**src/hw/rtl/mod_exp_pkg.sv**
```systemverilog
package mod_exp_pkg;

	localparam int MOD_W = 31;
	localparam int EXP_W = 32;
	localparam int CNT_W = $clog2(MOD_W);
	localparam int SUM_W = MOD_W + 2;
	localparam int IN_TDATA_W = ((MOD_W + EXP_W + 7) / 8) * 8;
	localparam int OUT_TDATA_W = ((MOD_W + 7) / 8) * 8;

	localparam logic [MOD_W-1:0] MOD_RESET = MOD_W'(998244353);

	// One request to the bit-serial modular multiplier.
	typedef struct packed {
		logic             start;
		logic [MOD_W-1:0] x;
		logic [MOD_W-1:0] y;
	} mul_req_t;

	typedef struct packed {
		logic             done;
		logic [MOD_W-1:0] value;
	} mul_rsp_t;

endpackage

```
**src/hw/rtl/modular_exponentiation.sv**
```systemverilog
// Right-to-left square-and-multiply over one shared bit-serial modular multiplier.
// Each multiplication runs 31 one-bit steps and then raises a registered done.
// An exponent of zero skips the multiplier and goes straight to the output.
// One request is in work at a time; the next is taken while a finished result waits.
// arst_n clears the control state and sets the modulus to 998244353.
module modular_exponentiation (
	input  logic                                   clk,
	input  logic                                   arst_n,
	input  logic                                   cfg_wr_en,
	input  logic [mod_exp_pkg::MOD_W-1:0]          cfg_wr_data,
	input  logic                                   s_tvalid,
	output logic                                   s_tready,
	// Fields from bit 0: base (31), exponent (32), zero padding.
	input  logic [mod_exp_pkg::IN_TDATA_W-1:0]     s_tdata,
	output logic                                   m_tvalid,
	input  logic                                   m_tready,
	// Fields from bit 0: power_mod (31), zero padding.
	output logic [mod_exp_pkg::OUT_TDATA_W-1:0]    m_tdata
);

	typedef enum logic [5:0] {
		S_IDLE = 6'b000001,
		S_RED  = 6'b000010,
		S_BIT  = 6'b000100,
		S_MUL  = 6'b001000,
		S_SQR  = 6'b010000,
		S_OUT  = 6'b100000
	} state_t;

	state_t                          state_q;
	state_t                          state_d;
	logic [mod_exp_pkg::MOD_W-1:0]   modulus_q;
	logic [mod_exp_pkg::MOD_W-1:0]   mod_q;
	logic [mod_exp_pkg::MOD_W-1:0]   acc_q;
	logic [mod_exp_pkg::MOD_W-1:0]   pw_q;
	logic [mod_exp_pkg::EXP_W-1:0]   exp_q;
	logic [mod_exp_pkg::MOD_W-1:0]   out_q;
	logic                            out_valid_q;
	logic                            out_free;
	logic [mod_exp_pkg::MOD_W-1:0]   in_base;
	logic [mod_exp_pkg::EXP_W-1:0]   in_exp;
	mod_exp_pkg::mul_req_t           req;
	mod_exp_pkg::mul_rsp_t           rsp;

	assign in_base  = s_tdata[mod_exp_pkg::MOD_W-1:0];
	assign in_exp   = s_tdata[mod_exp_pkg::MOD_W+mod_exp_pkg::EXP_W-1:mod_exp_pkg::MOD_W];
	assign s_tready = (state_q == S_IDLE);
	assign out_free = !out_valid_q || m_tready;
	assign m_tvalid = out_valid_q;
	assign m_tdata  = {{(mod_exp_pkg::OUT_TDATA_W - mod_exp_pkg::MOD_W){1'b0}}, out_q};

	mod_exp_mulmod u_mulmod (
		.clk     (clk),
		.arst_n  (arst_n),
		.req     (req),
		.modulus (mod_q),
		.rsp     (rsp)
	);

	always_comb begin
		state_d   = state_q;
		req.start = 1'b0;
		req.x     = pw_q;
		req.y     = pw_q;
		unique case (state_q)
			S_IDLE: begin
				if (s_tvalid) begin
					if (in_exp == '0) begin
						state_d = S_OUT;
					end else begin
						// The base is reduced by multiplying it by one.
						req.start = 1'b1;
						req.x     = in_base;
						req.y     = mod_exp_pkg::MOD_W'(1);
						state_d   = S_RED;
					end
				end
			end
			S_RED: begin
				if (rsp.done) begin
					state_d = S_BIT;
				end
			end
			S_BIT: begin
				if (exp_q == '0) begin
					state_d = S_OUT;
				end else if (exp_q[0]) begin
					req.start = 1'b1;
					req.x     = acc_q;
					state_d   = S_MUL;
				end else begin
					req.start = 1'b1;
					state_d   = S_SQR;
				end
			end
			S_MUL: begin
				if (rsp.done) begin
					req.start = 1'b1;
					state_d   = S_SQR;
				end
			end
			S_SQR: begin
				if (rsp.done) begin
					state_d = S_BIT;
				end
			end
			S_OUT: begin
				if (out_free) begin
					state_d = S_IDLE;
				end
			end
			default: begin
				state_d = S_IDLE;
			end
		endcase
	end

	always_ff @(posedge clk or negedge arst_n) begin
		if (!arst_n) begin
			state_q     <= S_IDLE;
			out_valid_q <= 1'b0;
			modulus_q   <= mod_exp_pkg::MOD_RESET;
		end else begin
			state_q <= state_d;
			if (cfg_wr_en) begin
				modulus_q <= cfg_wr_data;
			end
			if (state_q == S_OUT && out_free) begin
				out_valid_q <= 1'b1;
			end else if (m_tready) begin
				out_valid_q <= 1'b0;
			end
		end
	end

	always_ff @(posedge clk) begin
		unique case (state_q)
			S_IDLE: begin
				exp_q <= in_exp;
				acc_q <= mod_exp_pkg::MOD_W'(1);
				// A modulus of zero behaves as a modulus of one.
				mod_q <= (modulus_q == '0) ? mod_exp_pkg::MOD_W'(1) : modulus_q;
			end
			S_RED: begin
				if (rsp.done) begin
					pw_q <= rsp.value;
				end
			end
			S_MUL: begin
				if (rsp.done) begin
					acc_q <= rsp.value;
				end
			end
			S_SQR: begin
				if (rsp.done) begin
					pw_q  <= rsp.value;
					exp_q <= exp_q >> 1;
				end
			end
			S_OUT: begin
				if (out_free) begin
					out_q <= acc_q;
				end
			end
			default: begin
			end
		endcase
	end

endmodule

```
**src/hw/rtl/mod_exp_mulmod.sv**
```systemverilog
module mod_exp_mulmod (
	input  logic                             clk,
	input  logic                             arst_n,
	input  mod_exp_pkg::mul_req_t            req,
	input  logic [mod_exp_pkg::MOD_W-1:0]    modulus,
	output mod_exp_pkg::mul_rsp_t            rsp
);

	logic [mod_exp_pkg::MOD_W-1:0] x_q;
	logic [mod_exp_pkg::MOD_W-1:0] y_q;
	logic [mod_exp_pkg::MOD_W-1:0] r_q;
	logic [mod_exp_pkg::CNT_W-1:0] cnt_q;
	logic                          busy_q;
	logic                          done_q;

	logic [mod_exp_pkg::SUM_W-1:0] sum;
	logic [mod_exp_pkg::SUM_W-1:0] mod_ext;
	logic [mod_exp_pkg::SUM_W-1:0] mod_twice;
	logic [mod_exp_pkg::SUM_W-1:0] sum_red;

	// Interleaved multiply, multiplier bits taken MSB first. With r and y below the
	// modulus, 2r + y stays below three times it, so at most two subtractions are needed.
	always_comb begin
		mod_ext   = {2'b00, modulus};
		mod_twice = {1'b0, modulus, 1'b0};
		sum = {1'b0, r_q, 1'b0} + (x_q[mod_exp_pkg::MOD_W-1] ? {2'b00, y_q} : '0);
		priority if (sum >= mod_twice) begin
			sum_red = sum - mod_twice;
		end else if (sum >= mod_ext) begin
			sum_red = sum - mod_ext;
		end else begin
			sum_red = sum;
		end
	end

	always_ff @(posedge clk or negedge arst_n) begin
		if (!arst_n) begin
			busy_q <= 1'b0;
			done_q <= 1'b0;
			cnt_q  <= '0;
		end else begin
			done_q <= busy_q && (cnt_q == '0) && !req.start;
			if (req.start) begin
				busy_q <= 1'b1;
				cnt_q  <= mod_exp_pkg::CNT_W'(mod_exp_pkg::MOD_W - 1);
			end else if (busy_q) begin
				cnt_q <= cnt_q - 1'b1;
				if (cnt_q == '0) begin
					busy_q <= 1'b0;
				end
			end
		end
	end

	always_ff @(posedge clk) begin
		if (req.start) begin
			x_q <= req.x;
			y_q <= req.y;
			r_q <= '0;
		end else if (busy_q) begin
			x_q <= {x_q[mod_exp_pkg::MOD_W-2:0], 1'b0};
			r_q <= sum_red[mod_exp_pkg::MOD_W-1:0];
		end
	end

	assign rsp.done  = done_q;
	assign rsp.value = r_q;

endmodule
```
**config.mk**
```make
export PLATFORM = sky130hd
export DESIGN_NAME = modular_exponentiation
export DESIGN_NICKNAME = d
export VERILOG_FILES = /design/src/hw/rtl/mod_exp_pkg.sv /design/src/hw/rtl/modular_exponentiation.sv /design/src/hw/rtl/mod_exp_mulmod.sv
export SDC_FILE = /design/constraint.sdc
export NUM_CORES = 1
export LEC_CHECK = 0
export ABC_AREA = 1
export ABC_CLOCK_PERIOD_IN_PS = 4100
export CAP_MARGIN = 20
export CORE_MARGIN = 2
export CORE_UTILIZATION = 35
export CTS_CLUSTER_DIAMETER = 30
export DETAILED_ROUTE_END_ITERATION = 6
export DONT_BUFFER_PORTS = 1
export MAX_ROUTING_LAYER = met4
export PLACE_DENSITY = 0.52
export SLEW_MARGIN = 20
export SYNTH_ARGS = -nofsm -noshare
export SYNTH_HDL_FRONTEND = slang
export SYNTH_HIERARCHICAL = 1
export SYNTH_SLANG_ARGS = --single-unit
```
**constraint.sdc**
```tcl
create_clock -name clk -period 4.1 [get_ports clk]
set_input_delay 0.41 -clock clk [delete_from_list [all_inputs] [get_ports clk]]
set_output_delay 0.41 -clock clk [all_outputs]
set_load 0.01 [all_outputs]
```
After elaboration in Yosys (flattened, before gate mapping):

Index checks and enable logic that the tools add are counted.

* $add $sub $neg: 4
* magnitude comparators: 2
* equality and inequality tests: 11
* muxes and demuxes: 32
* reduce and logical (&&, ||, !) cells: 20

Operators by type and width (count)
* $mux 31: 8
* $mux 63: 2
* $pmux 31 s2: 2
* $logic_not 32->1: 2
* $mux 32: 2
* $pmux 32 s2: 1
* $sub 31x31->31: 2
* $mux 6: 6
* $add 32x31->33: 1
* $ge 33x31->1: 1
* $ge 33x32->1: 1
* $logic_not 31->1: 1
* $pmux 6 s5: 1
* $mux 5: 3
* $reduce_and 2->1: 4
* $reduce_bool 2->1: 4
* $eq 6x1->1 const B: 1
* $eq 6x2->1 const B: 1
* $eq 6x3->1 const B: 1
* $eq 6x4->1 const B: 1
* $eq 6x5->1 const B: 1
* $eq 6x6->1 const B: 1
* $mux 1: 6
* $ne 2x1->1 const B: 3
* other kinds (9): 13

* register bits after elaboration: 294
* input port bits: 100
* output and inout bits: 34
* logic and storage cells: 83

Depth between registers and ports, before layout:

Gate-level depths: netlist of the first run.

* depth in word-level cells: 6
* depth in mapped cells: 34
* depth with buffers taken out: 33

By module:

The synthesis of the first run kept the hierarchy.

Modules (own cells, without submodules)
* mod_exp_mulmod: times used 1, cells an instance 1623, area each 10537.6 sq um
* modular_exponentiation: times used 1, cells an instance 817, area each 8559.5 sq um

Least setup slack after synthesis of the first run:

OpenSTA, ideal clock, no wires.

* path type: flip-flop to flip-flop
* start point: register state_q[4]
* end point: register u_mulmod/x_q[0] (netlist bit), enable pin
* library setup time: 0.386 ns
* arrival: 3.570 ns
* data required time: 3.714 ns
* slack: 0.144 ns
* stages on the path, launching flop included: 6
* buffers on the path: 0
* period minus slack after synthesis: 3.956 ns
* cells stage by stage: dfrtp_1 > nor2_4 > nand4_1 > o211ai_1 > nor2_1 > inv_1

RTL lines
* start: declaration: RTL line modular_exponentiation.sv:30 `state_t state_q;`
* start signal: assignment: RTL line modular_exponentiation.sv:124 `state_q <= state_d;`
* end signal: assignment: RTL line mod_exp_mulmod.sv:57 `x_q <= req.x;`
* end signal: assignment: RTL line mod_exp_mulmod.sv:61 `x_q <= {x_q[mod_exp_pkg::MOD_W-2:0], 1'b0};`
* end: declaration: RTL line mod_exp_mulmod.sv:9 `logic [mod_exp_pkg::MOD_W-1:0] x_q;`

Final worst setup path of the first run:

* start point: register u_mulmod/x_q[30] (netlist bit)
* end point: register u_mulmod/r_q[25] (netlist bit)

* longest elaborated chain between the ends: 5

Ends and longest elaborated chain
* $mux 31 *: RTL line mod_exp_mulmod.sv:26 `sum = {1'b0, r_q, 1'b0} + (x_q[mod_exp_pkg::MOD_W-1] ? {2'b00, y_q} : '0);`
* $add 32x31->33 *: RTL line mod_exp_mulmod.sv:26
* $sub 31x31->31 or $ge 33x31->1 (tied branches): RTL line mod_exp_mulmod.sv:30, mod_exp_mulmod.sv:29
* $mux 31: RTL line mod_exp_mulmod.sv:29 `end else if (sum >= mod_ext) begin`
* $mux 31 *: RTL line mod_exp_mulmod.sv:27 `priority if (sum >= mod_twice) begin`
* end signal: assignment: RTL line mod_exp_mulmod.sv:62 `r_q <= sum_red[mod_exp_pkg::MOD_W-1:0];`
* end: declaration: RTL line mod_exp_mulmod.sv:11 `logic [mod_exp_pkg::MOD_W-1:0] r_q;`

Every way passes the cells marked *; elsewhere a longest branch is shown, timed or not.
A chain may end at the register's enable or synchronous reset.

==> qor.csv, run 1 <==
stage,metric,value,unit
status,status,"complete, but fails checks",
status,violations,setup timing,
sta,setup_slack,-192,ps
setup_path,cp-end-kind,flip-flop,
min_path,whs_path_depth,2,
finish,syn_to_final_growth,40.4,%
clock_tree,insertion_delay,600,ps
global_routing,grt_use_met2,36.1,%
finish,final_common_cell,nand2_1,
sta,slew_headroom,38.9,%
job,cap_violations,0,
sta,slew_violations,0,
logic_synthesis,ys_types,54,
place,port_buffers,0,
die,rows,85,
logic_synthesis,syn_nets,2637,
place,dp.cells,3440,
finish,final_cell_mix,"nand2_1, buf_4, inv_1",
die,ios,134,
clock_tree,clockBufferDepth,3,
finish,design_area,0.0268,mm2
place,dp_slack,-618,ps
logic_synthesis,synth_edf_count,218,
logic_synthesis,avgSynthCellArea,7.83,um2
route,drc,0,
logic_synthesis,async_reset_ff_share,15.3,%
route,drt_iter0_markers,1052,
sta,rsz0062_at_grt,true,
clock_tree,cts_inserted_buffers,74,
logic_synthesis,syn_inst,2440,
route,wl_per_cell,17.4,um
place,hpwl,48.8,mm
finish,finalCoreUtilization,49.7,%
finish,final_cells,3635,
sta,worst_slew_pin_slew,914,ps
die,die_w,238,um
sta,final_hold_viol_count,0,
min_path,hp-class,input port to flip-flop,
global_routing,grtUsageMet1,30.4,%
clock_tree,htreeDepth,3,
die,dieHeight,238,um
logic_synthesis,ys_seq_area_share,43.5,%
finish,nets,3075,
min_path,min-delay-start,s_tdata[61],
global_routing,grt_max_degree,65,
route,postRouteAntennaNets,0,
logic_synthesis,synth_top_area_share,34.3,%
sta,finalCriticalPeriod,4290,ps
route,wl,63.1,mm
logic_synthesis,synth_area,0.0191,mm2
min_path,min_to,exp_q[30],
finish,n_fill_cell,5187,
finish,antenna_cells,0,
place,routabilityCongestion,1.04,
route,viasPerCell,4.86,
setup_path,worstPathMaxFanout,14,
global_routing,grt_busiest_layer,met2,
sta,fmax,233,MHz
logic_synthesis,synth_top_cell_by_area,edfxtp_1,
setup_path,r2r_cells,26,
route,firstDrtPassIters,5,
setup_path,critPathLaunchType,flip-flop,
sta,finClkSkew,22.9,ps
logic_synthesis,yosys-top-cells-area,"edfxtp_1, nand2_1, inv_1",
global_routing,gr-total-overflow,0,
clock_tree,clkTransAtPathRegs,50,ps
die,initial_utilization,35.4,%
setup_path,r2r_setup_slack,-190,ps
setup_path,regToRegEndpoint,u_mulmod/r_q[25],
die,core,0.0539,mm2
global_routing,track_usage,23.0,%
setup_path,criticalPathCategory,flip-flop to flip-flop,
sta,final-setup-viol-count,31,
place,place_area,0.0225,mm2
setup_path,crit_start,u_mulmod/x_q[30],
setup_path,cp.arrival,4810,ps
clock_tree,cts_tree,built,
clock_tree,clock_sink_count,294,
setup_path,required,4620,ps
finish,layout-drive-gt1-share,28.4,%
sta,post-route-period-util,105,%
die,dieArea,0.0564,mm2
setup_path,reg2reg_from,u_mulmod/x_q[30],
global_routing,grtUsageMet3,3.30,%
logic_synthesis,ys_warn_count,6,
logic_synthesis,yosys_most_used_dff,edfxtp_1,
route,vias,17673,
global_routing,grt_antenna_before_repair,0,
logic_synthesis,synth-seq-cells,294,
global_routing,first_global_vias,17661,
clock_tree,cts_root_buf,clkbuf_16,
global_routing,grt_pass1_wl,98.2,mm
flip-flops by register name (all words and copies together) (netlist names), 31 cells and up:
register and cells:
acc_q 31, exp_q 32, mod_q 31, modulus_q 31
out_q 31, pw_q 31, u_mulmod/r_q 31, u_mulmod/x_q 31
u_mulmod/y_q 31
what timing repair did:
item,in CTS,in global routing
hold buffers,44,0
endpoints found under the hold margin,86,0
pin swaps,25,31
cloned,2,4
resized for setup,102,138
buffers inserted,4,4
endpoints found under the setup margin,31,31
metal layers:
layer | share of wire (%) | wire (um)
met3 | 4.7 | 2960
met2 | 46 | 29300
met1 | 46 | 29100
met4 | 2.8 | 1740
met5 | 0 | 0
cell usage after synthesis, types with 14 or more instances:
master,count
nand2_1,720
inv_1,350
edfxtp_1,218
nor2_1,210
a21oi_1,150
nand3_1,95
o21ai_0,95
ha_1,94
nand4_1,91
clkbuf_1,56
xor2_1,43
dfrtp_1,37
dfxtp_1,31
mux2_2,25
xnor2_1,20
buf_2,17
o21bai_1,15
buf_6,14
nor3_1,14
stage by stage:
step	setup TNS, ps	hold WS, ps
floorplan	0	114
global placement	-17010	116
detailed placement	-17280	116
CTS	-4650	1.47
global route	-11050	25.0
finish	-4680	32.5
worst max path at each step:
stage,slack (ps),to
2_1_floorplan,140,u_mulmod/x_q[0]
3_3_place_gp,-660,u_mulmod/r_q[26]
3_5_place_dp,-620,u_mulmod/r_q[27]
4_1_cts,-230,u_mulmod/r_q[30]
5_1_grt,-400,u_mulmod/r_q[27]
6_report,-190,u_mulmod/r_q[25]
cell families after synthesis:
kind of cell	count (synthesis)	share of synthesized area, %
compound gates	303	8.73
xor+xnor	63	2.89
fa+ha+maj	97	6.47
buf+inv	465	10.0
flops	294	43.5
mux	30	1.77
other cells	1	0.0196
simple gates	1187	26.6
layout make-up:
class	count	area (um2)	area share [%]
flip-flops and latches	294	8300	31.0
well taps	696	871	3.25
clock inverters	52	576	2.15
multi-input cells	1683	9940	37.1
clock buffers	85	1960	7.29
inverters	363	1380	5.15
repair buffers	462	3780	14.1
critical path, cell delays in order, from the launching register on:
cell,delay [ps]
edfxtp_1,430
buf_6,160
buf_16,140
nand2_1,60
inv_1,60
ha_1,300
nand2_2,80
nor2_2,160
nand2_1,90
or2_2,320
nand3_4,100
a21oi_2,80
xnor2_1,140
buf_4,150
buf_4,160
ha_4,280
nand4_1,100
buf_4,180
nor3_4,270
a21oi_2,90
nand2_2,90
nand2_4,100
buf_12,150
clkbuf_16,160
nand4_1,90
nand3_1,90
a21oi_1,160
Power of run 1 is not shown: default switching activity piles up to over one toggle a cycle in this logic, so the estimate is an artifact.
==> run 2, diff against run 1 <==
--- a/config.mk
+++ b/config.mk
@@ -15,6 +15,7 @@
 export DONT_BUFFER_PORTS = 1
 export MAX_ROUTING_LAYER = met4
 export PLACE_DENSITY = 0.52
+export SETUP_SLACK_MARGIN = 0.2
 export SLEW_MARGIN = 20
 export SYNTH_ARGS = -nofsm -noshare
 export SYNTH_HDL_FRONTEND = slang
==> run 2 against run 1 <==
- critical endpoint is now u_mulmod/r_q[27]
- count of clock-buffer cells in the layout rose by 4
- via count fell by 0.23%
- flip-flop and latch count did not move
- register-to-register slack got worse by 50 ps
- final cell count fell by 0.14%
- clock skew rose by 7.5 ps
- die area did not move
- sequential share of layout area fell by 0.93 points
- worst setup slack got worse by 52 ps
- the run still ends with setup timing left
- non-clock buffer count rose by 3
- critical path depth rose by 4
- core utilization rose by 1.5 points
- critical path type unchanged
- highest routed layer unchanged
==> qor.csv, run 2 (synthesis results as in run 1) <==
stage,metric,value,unit,change
route,firstDrtPassIters,6,,+1
setup_path,worstPathMaxFanout,6,,-8
setup_path,critPathLaunchType,flip-flop,,
global_routing,gr-total-overflow,0,,unchanged
setup_path,path_common_cell,nand2_1,,
setup_path,slowest_stage,edfxtp_1,,
route,postRouteAntennaNets,0,,unchanged
finish,register_area,0.00830,mm2,about the same
sta,finClkSkew,30.3,ps,+7.48 ps
clock_tree,htreeDepth,3,,unchanged
finish,final_common_cell,nand2_1,,
route,wl,62.0,mm,-1.7%
route,drt_iter0_markers,1281,,+22%
die,core,0.0539,mm2,unchanged
min_path,min-delay-start,s_tdata[50],,
sta,worst_slew_pin_slew,1010,ps,+96.2 ps
die,dieHeight,238,um,unchanged
sta,slew_violations,0,,unchanged
clock_tree,clockBufferDepth,3,,unchanged
place,hpwl,46.9,mm,-3.9%
global_routing,grt_pass1_wl,96.4,mm,-1.8%
setup_path,r2r_setup_slack,-240,ps,-50 ps
finish,antenna_cells,0,,unchanged
die,dieArea,0.0564,mm2,unchanged
place,routabilityCongestion,1.05,,+0.70%
min_path,hp-class,input port to flip-flop,,
sta,fmax,230,MHz,-1.2%
route,viasPerCell,4.86,,about the same
clock_tree,cts_tree,built,,
clock_tree,clkTransAtPathRegs,40,ps,about the same
clock_tree,clock_sink_count,294,,unchanged
finish,n_fill_cell,4996,,-3.7%
setup_path,crit_start,u_mulmod/x_q[30],,
finish,multi_input_area,0.0109,mm2,+9.5%
setup_path,criticalPathCategory,flip-flop to flip-flop,,
sta,hold_ws,32.8,ps,+0.329 ps
finish,nets,3074,,-0.033%
route,drc,0,,unchanged
global_routing,grt_antenna_before_repair,0,,unchanged
sta,finalSetupTns,-4600,ps,+88.6 ps
finish,final_cell_mix,"nand2_1, buf_4, inv_1",,
setup_path,required,4580,ps,-40 ps
die,initial_utilization,35.4,%,unchanged
global_routing,track_usage,22.4,%,-0.58 points
setup_path,cp-end-kind,flip-flop,,
finish,largest_reg_flops,32,,unchanged
route,vias,17632,,-0.23%
status,violations,setup timing,,
die,ios,134,,unchanged
sta,rsz0062_at_grt,true,,
clock_tree,insertion_delay,600,ps,about the same
clock_tree,cts_root_buf,clkbuf_16,,
setup_path,critPathMaxStageDelay,520,ps,+90 ps
setup_path,cp.arrival,4830,ps,+20 ps
sta,final_hold_viol_count,0,,unchanged
route,wl_per_cell,17.1,um,-1.5%
die,die_w,238,um,unchanged
status,status,"complete, but fails checks",,
finish,layout-drive-gt1-share,34.3,%,+5.9 points
finish,syn_to_final_growth,44.7,%,
setup_path,reg2reg_from,u_mulmod/x_q[30],,
global_routing,first_global_vias,17709,,+0.27%
sta,final-setup-viol-count,31,,unchanged
global_routing,grt_max_degree,71,,+9.2%
die,rows,85,,unchanged
sta,setup_slack,-245,ps,-52.3 ps
place,dp_slack,-625,ps,-6.91 ps
sta,finalCriticalPeriod,4340,ps,+52.3 ps
sta,slew_headroom,32.7,%,-6.3 points
clock_tree,cts_inserted_buffers,71,,-4.1%
sta,post-route-period-util,106,%,+1.3 points
job,cap_violations,0,,unchanged
finish,regMostFlops,exp_q,,
place,port_buffers,0,,unchanged
-- run 2: cell count changes in the layout (fill, tap and decap cells not counted), moves of 16 or more --
cell | before | now
nand2_1 | 683 | 619
nand2_2 | 43 | 91
a21oi_1 | 116 | 89
a21oi_2 | 37 | 62
nor2_1 | 180 | 156
ha_4 | 34 | 54
ha_1 | 56 | 37
nand3_1 | 84 | 65
inv_1 | 334 | 317
nand3_2 | 19 | 36
nand2_4 | 5 | 21
-- run 2: repair_timing --
| item | 4_1_cts | 5_1_grt |
|---|---|---|
| pin swaps | 16 | 67 |
| resized for setup | 149 | 340 |
| hold endpoints to repair | 83 | 0 |
| hold buffers | 41 | 0 |
| setup endpoints to repair | 31 | 31 |
| gates cloned | 2 | 6 |
| setup buffers | 9 | 21 |
-- run 2: routing by layer --
layer / vias up / GRT usage (%) / part of all wire (%)
met4: 0 / 7.81 / 3.1
met3: 107 / 3.63 / 4.3
met5: - / - / 0
met1: 8256 / 29.8 / 47
li1: 8846 / - / -
met2: 423 / 34.7 / 46
-- run 2: through the flow --
stage                     util (%)  std cells  cell area, um2
after floorplan                  -       2440           19100
after global placement        41.5       3421           22400
after detailed placement      41.5       3421           22400
after CTS                     48.1       3603           25900
after global routing          51.3       3630           27600
final                         51.3       3630           27600
-- run 2: final timing paths --
| path | end | depth (start not counted) |
|---|---|---|
| worst max-delay path | u_mulmod/r_q[27] | 30 |
| min in group asynchronous | modulus_q[26] | 2 |
| worst min-delay path | exp_q[19] | 2 |
| worst min register to register | out_q[28] | 0 |
| max in group asynchronous | state_q[0] | 2 |
| worst max register to register | u_mulmod/r_q[27] | 30 |
-- run 2: critical path: cells and delay by family (launching register included) --
kind | cells | cell delay, ps
compound gates | 2 | 150
simple gates | 16 | 1760
fa+ha+maj | 2 | 590
xor+xnor | 1 | 150
flops | 1 | 520
buf+inv | 9 | 1070
-- run 2: final cells by class --
cell class / instances / area share (%)
multi-input cells: 1682 / 39.4
flip-flops and latches: 294 / 30.0
repair buffers: 465 / 13.9
clock buffers: 89 / 6.89
inverters: 363 / 5.07
well taps: 696 / 3.15
clock inverters: 41 / 1.53
Power of run 2 is left out for the same reason.
==> run 3, diff against run 2 <==
--- a/config.mk
+++ b/config.mk
@@ -19,5 +19,4 @@
 export SLEW_MARGIN = 20
 export SYNTH_ARGS = -nofsm -noshare
 export SYNTH_HDL_FRONTEND = slang
-export SYNTH_HIERARCHICAL = 1
 export SYNTH_SLANG_ARGS = --single-unit
==> run 3 against run 2 <==
- routed wire length rose by 5.2%
- the flow still finishes with violations (setup timing)
- register-to-register slack improved by 180 ps
- worst hold slack got worse by 2.0 ps
- highest routed layer unchanged
- count of clock-buffer cells in the layout fell by 1
- critical path depth up 3
==> qor.csv, run 3 <==
stage,metric,value,unit,change
sta,final_hold_viol_count,0,,unchanged
sta,post-route-period-util,102,%,-4.5 points
logic_synthesis,synth_area,0.0189,mm2,-0.83%
finish,antenna_cells,0,,unchanged
logic_synthesis,yosys_most_used_dff,edfxtp_1,,
die,dieHeight,237,um,-0.41%
route,vias,18159,,+3.0%
finish,largest_reg_flops,32,,unchanged
route,wl,65.3,mm,+5.2%
global_routing,grt_max_degree,63,,-11%
die,rows,85,,unchanged
sta,final-setup-viol-count,14,,-55%
setup_path,crit_cells,33,,+10%
route,viasPerCell,4.96,,+2.1%
die,ios,134,,unchanged
global_routing,gr-total-overflow,0,,unchanged
sta,finClkSkew,35.2,ps,+4.90 ps
sta,setup_slack,-62.0,ps,+183 ps
setup_path,path_common_cell,nand2_2,,
die,initial_utilization,35.3,%,-0.16 points
setup_path,required,4560,ps,-20 ps
status,status,"complete, but fails checks",,
clock_tree,cts_root_buf,clkbuf_16,,
logic_synthesis,synth_top_area_share,34.6,%,+0.29 points
setup_path,critPathMaxStageDelay,400,ps,-120 ps
logic_synthesis,synth-seq-cells,294,,unchanged
logic_synthesis,ys_warn_count,0,,-6
sta,worst_slew_pin_slew,1040,ps,+34.2 ps
logic_synthesis,yosys-top-cells-area,"edfxtp_1, nand2_1, inv_1",,
route,firstDrtPassIters,5,,-1
sta,rsz0062_at_grt,true,,
route,drt_iter0_markers,1054,,-18%
setup_path,criticalPathCategory,flip-flop to flip-flop,,
global_routing,grt_antenna_before_repair,0,,unchanged
setup_path,worstPathMaxFanout,6,,unchanged
job,cap_violations,0,,unchanged
finish,final_common_cell,nand2_1,,
logic_synthesis,synth_edf_count,218,,unchanged
sta,fmax,240,MHz,+4.4%
setup_path,cp-end-kind,flip-flop,,
logic_synthesis,async_reset_ff_share,15.3,%,unchanged
place,port_buffers,0,,unchanged
logic_synthesis,ys_seq_area_share,43.8,%,+0.36 points
sta,slew_violations,0,,unchanged
clock_tree,clockBufferDepth,3,,unchanged
route,postRouteAntennaNets,0,,unchanged
logic_synthesis,avgSynthCellArea,7.85,um2,+0.24%
place,place_area,0.0225,mm2,+0.49%
min_path,hp-class,input port to flip-flop,,
min_path,whs_path_depth,2,,unchanged
place,hpwl,48.4,mm,+3.1%
logic_synthesis,syn_nets,2611,,-0.99%
logic_synthesis,synth_most_common_cell,nand2_1,,
die,core,0.0537,mm2,-0.39%
finish,syn_to_final_growth,50.9,%,
logic_synthesis,synth_commonest_cells,"nand2_1, inv_1, nor2_1",,
setup_path,r2r_cells,33,,+10%
clock_tree,clkTransAtPathRegs,50,ps,about the same
clock_tree,htreeDepth,3,,unchanged
logic_synthesis,syn_inst,2414,,-1.1%
sta,slew_headroom,30.2,%,-2.4 points
finish,regMostFlops,exp_q,,
sta,hold_ws,30.8,ps,-1.96 ps
route,drc,0,,unchanged
route,wl_per_cell,17.8,um,+4.3%
logic_synthesis,synth_top_cell_by_area,edfxtp_1,,
setup_path,cp.arrival,4620,ps,-210 ps
clock_tree,cts_tree,built,,
finish,final_cell_mix,"nand2_1, buf_4, inv_1",,
setup_path,critPathTopFamily,simple AND/OR/NAND/NOR gates,,
setup_path,critPathLaunchType,flip-flop,,
clock_tree,insertion_delay,600,ps,about the same
clock_tree,cts_inserted_buffers,67,,-5.6%
die,dieArea,0.0560,mm2,-0.81%
sta,finalCriticalPeriod,4160,ps,-183 ps
clock_tree,clock_sink_count,294,,unchanged
global_routing,grt_pass1_wl,101,mm,+4.7%
status,violations,setup timing,,
die,die_w,237,um,-0.41%
setup_path,slowest_stage,edfxtp_1,,
setup_path,worst-path-buf-inv,9,,unchanged
finish,design_area,0.0286,mm2,+3.4%
place,routabilityCongestion,0.952,,-9.1%
logic_synthesis,ys_types,50,,-7.4%
global_routing,first_global_vias,18480,,+4.4%
finish,layout-drive-gt1-share,37.1,%,+2.8 points
finish,nets,3114,,+1.3%
global_routing,track_usage,23.8,%,+1.4 points
==> run 3: changes by cell type after synthesis, sizes merged, moves of 19 or more <==
cell and change:
a22oi +19, nand2 -123, nand3 +20, nand4 -67, nor2 +51, o21ai +24
==> run 3: routing by layer <==
layer,vias up,track usage (%),part of all wire (%)
met2,487,38.4,47
met5,-,-,0
met4,0,10.9,4.7
met1,8571,29.7,44
met3,159,3.35,4.3
li1,8942,-,-
==> run 3: logic make-up (layout without fill, tap and decap cells) <==
group,after synthesis,count (layout),share of synthesized area (%)
buf+inv,457,1010,9.51
other cells,1,1,0.0198
fa+ha+maj,97,97,6.53
simple gates,1091,1091,24.1
compound gates,376,376,11.1
mux,30,30,1.78
xor+xnor,68,68,3.14
flops,294,294,43.8
==> run 3: path summary, 6_finish.rpt <==
| check | start | endpoint | slack (ps) |
|---|---|---|---|
| setup / recovery | u_mulmod.x_q[30] | u_mulmod.r_q[30] | -60 |
| hold / removal | s_tdata[44] | exp_q[13] | 30 |
| setup reg to reg | u_mulmod.x_q[30] | u_mulmod.r_q[30] | -60 |
| hold reg to reg | acc_q[21] | out_q[21] | 460 |
| max in group asynchronous | arst_n | state_q[0] | 3470 |
| min in group asynchronous | arst_n | modulus_q[30] | 310 |
==> run 3: worst register-to-register path, delay by kind of cell, from the launching register on <==
family | cells | cell delay (ps)
buffers and inverters | 9 | 1090
adders and majority gates | 2 | 610
xor gates and xnor gates | 1 | 200
DFF | 1 | 400
AOI/OAI and AO/OA | 1 | 70
and+or+nand+nor | 20 | 1670
==> run 3: metrics by stage <==
stage	instances	setup WS, ps	setup TNS, ps	utilization, %
floorplan	2414	300	0	-
global placement	3415	-397	-9470	41.9
detailed placement	3415	-476	-11180	41.9
CTS	3637	6.84	0	51.4
global route	3663	-221	-5190	53.2
finish	3663	-62.0	-275	53.2
==> run 3: what timing repair did <==
action | in CTS | in global routing
hold buffers | 55 | 0
setup endpoints to repair | 31 | 31
pin swaps | 122 | 121
endpoints found under the hold margin | 97 | 0
cloned | 10 | 1
resized for setup | 390 | 204
setup buffers | 38 | 25
==> run 3: area by class of cell <==
| cell class | instances | area, um2 |
|---|---|---|
| Inverter | 365 | 1400 |
| Multi-Input combinational cell | 1663 | 11400 |
| Timing Repair Buffer | 526 | 4500 |
| Fill cell | 4890 | 25100 |
| Tap cell | 696 | 871 |
| Clock buffer | 88 | 1830 |
| Clock inverter | 31 | 325 |
| Sequential cell | 294 | 8300 |
Power of run 3 is left out for the same reason.
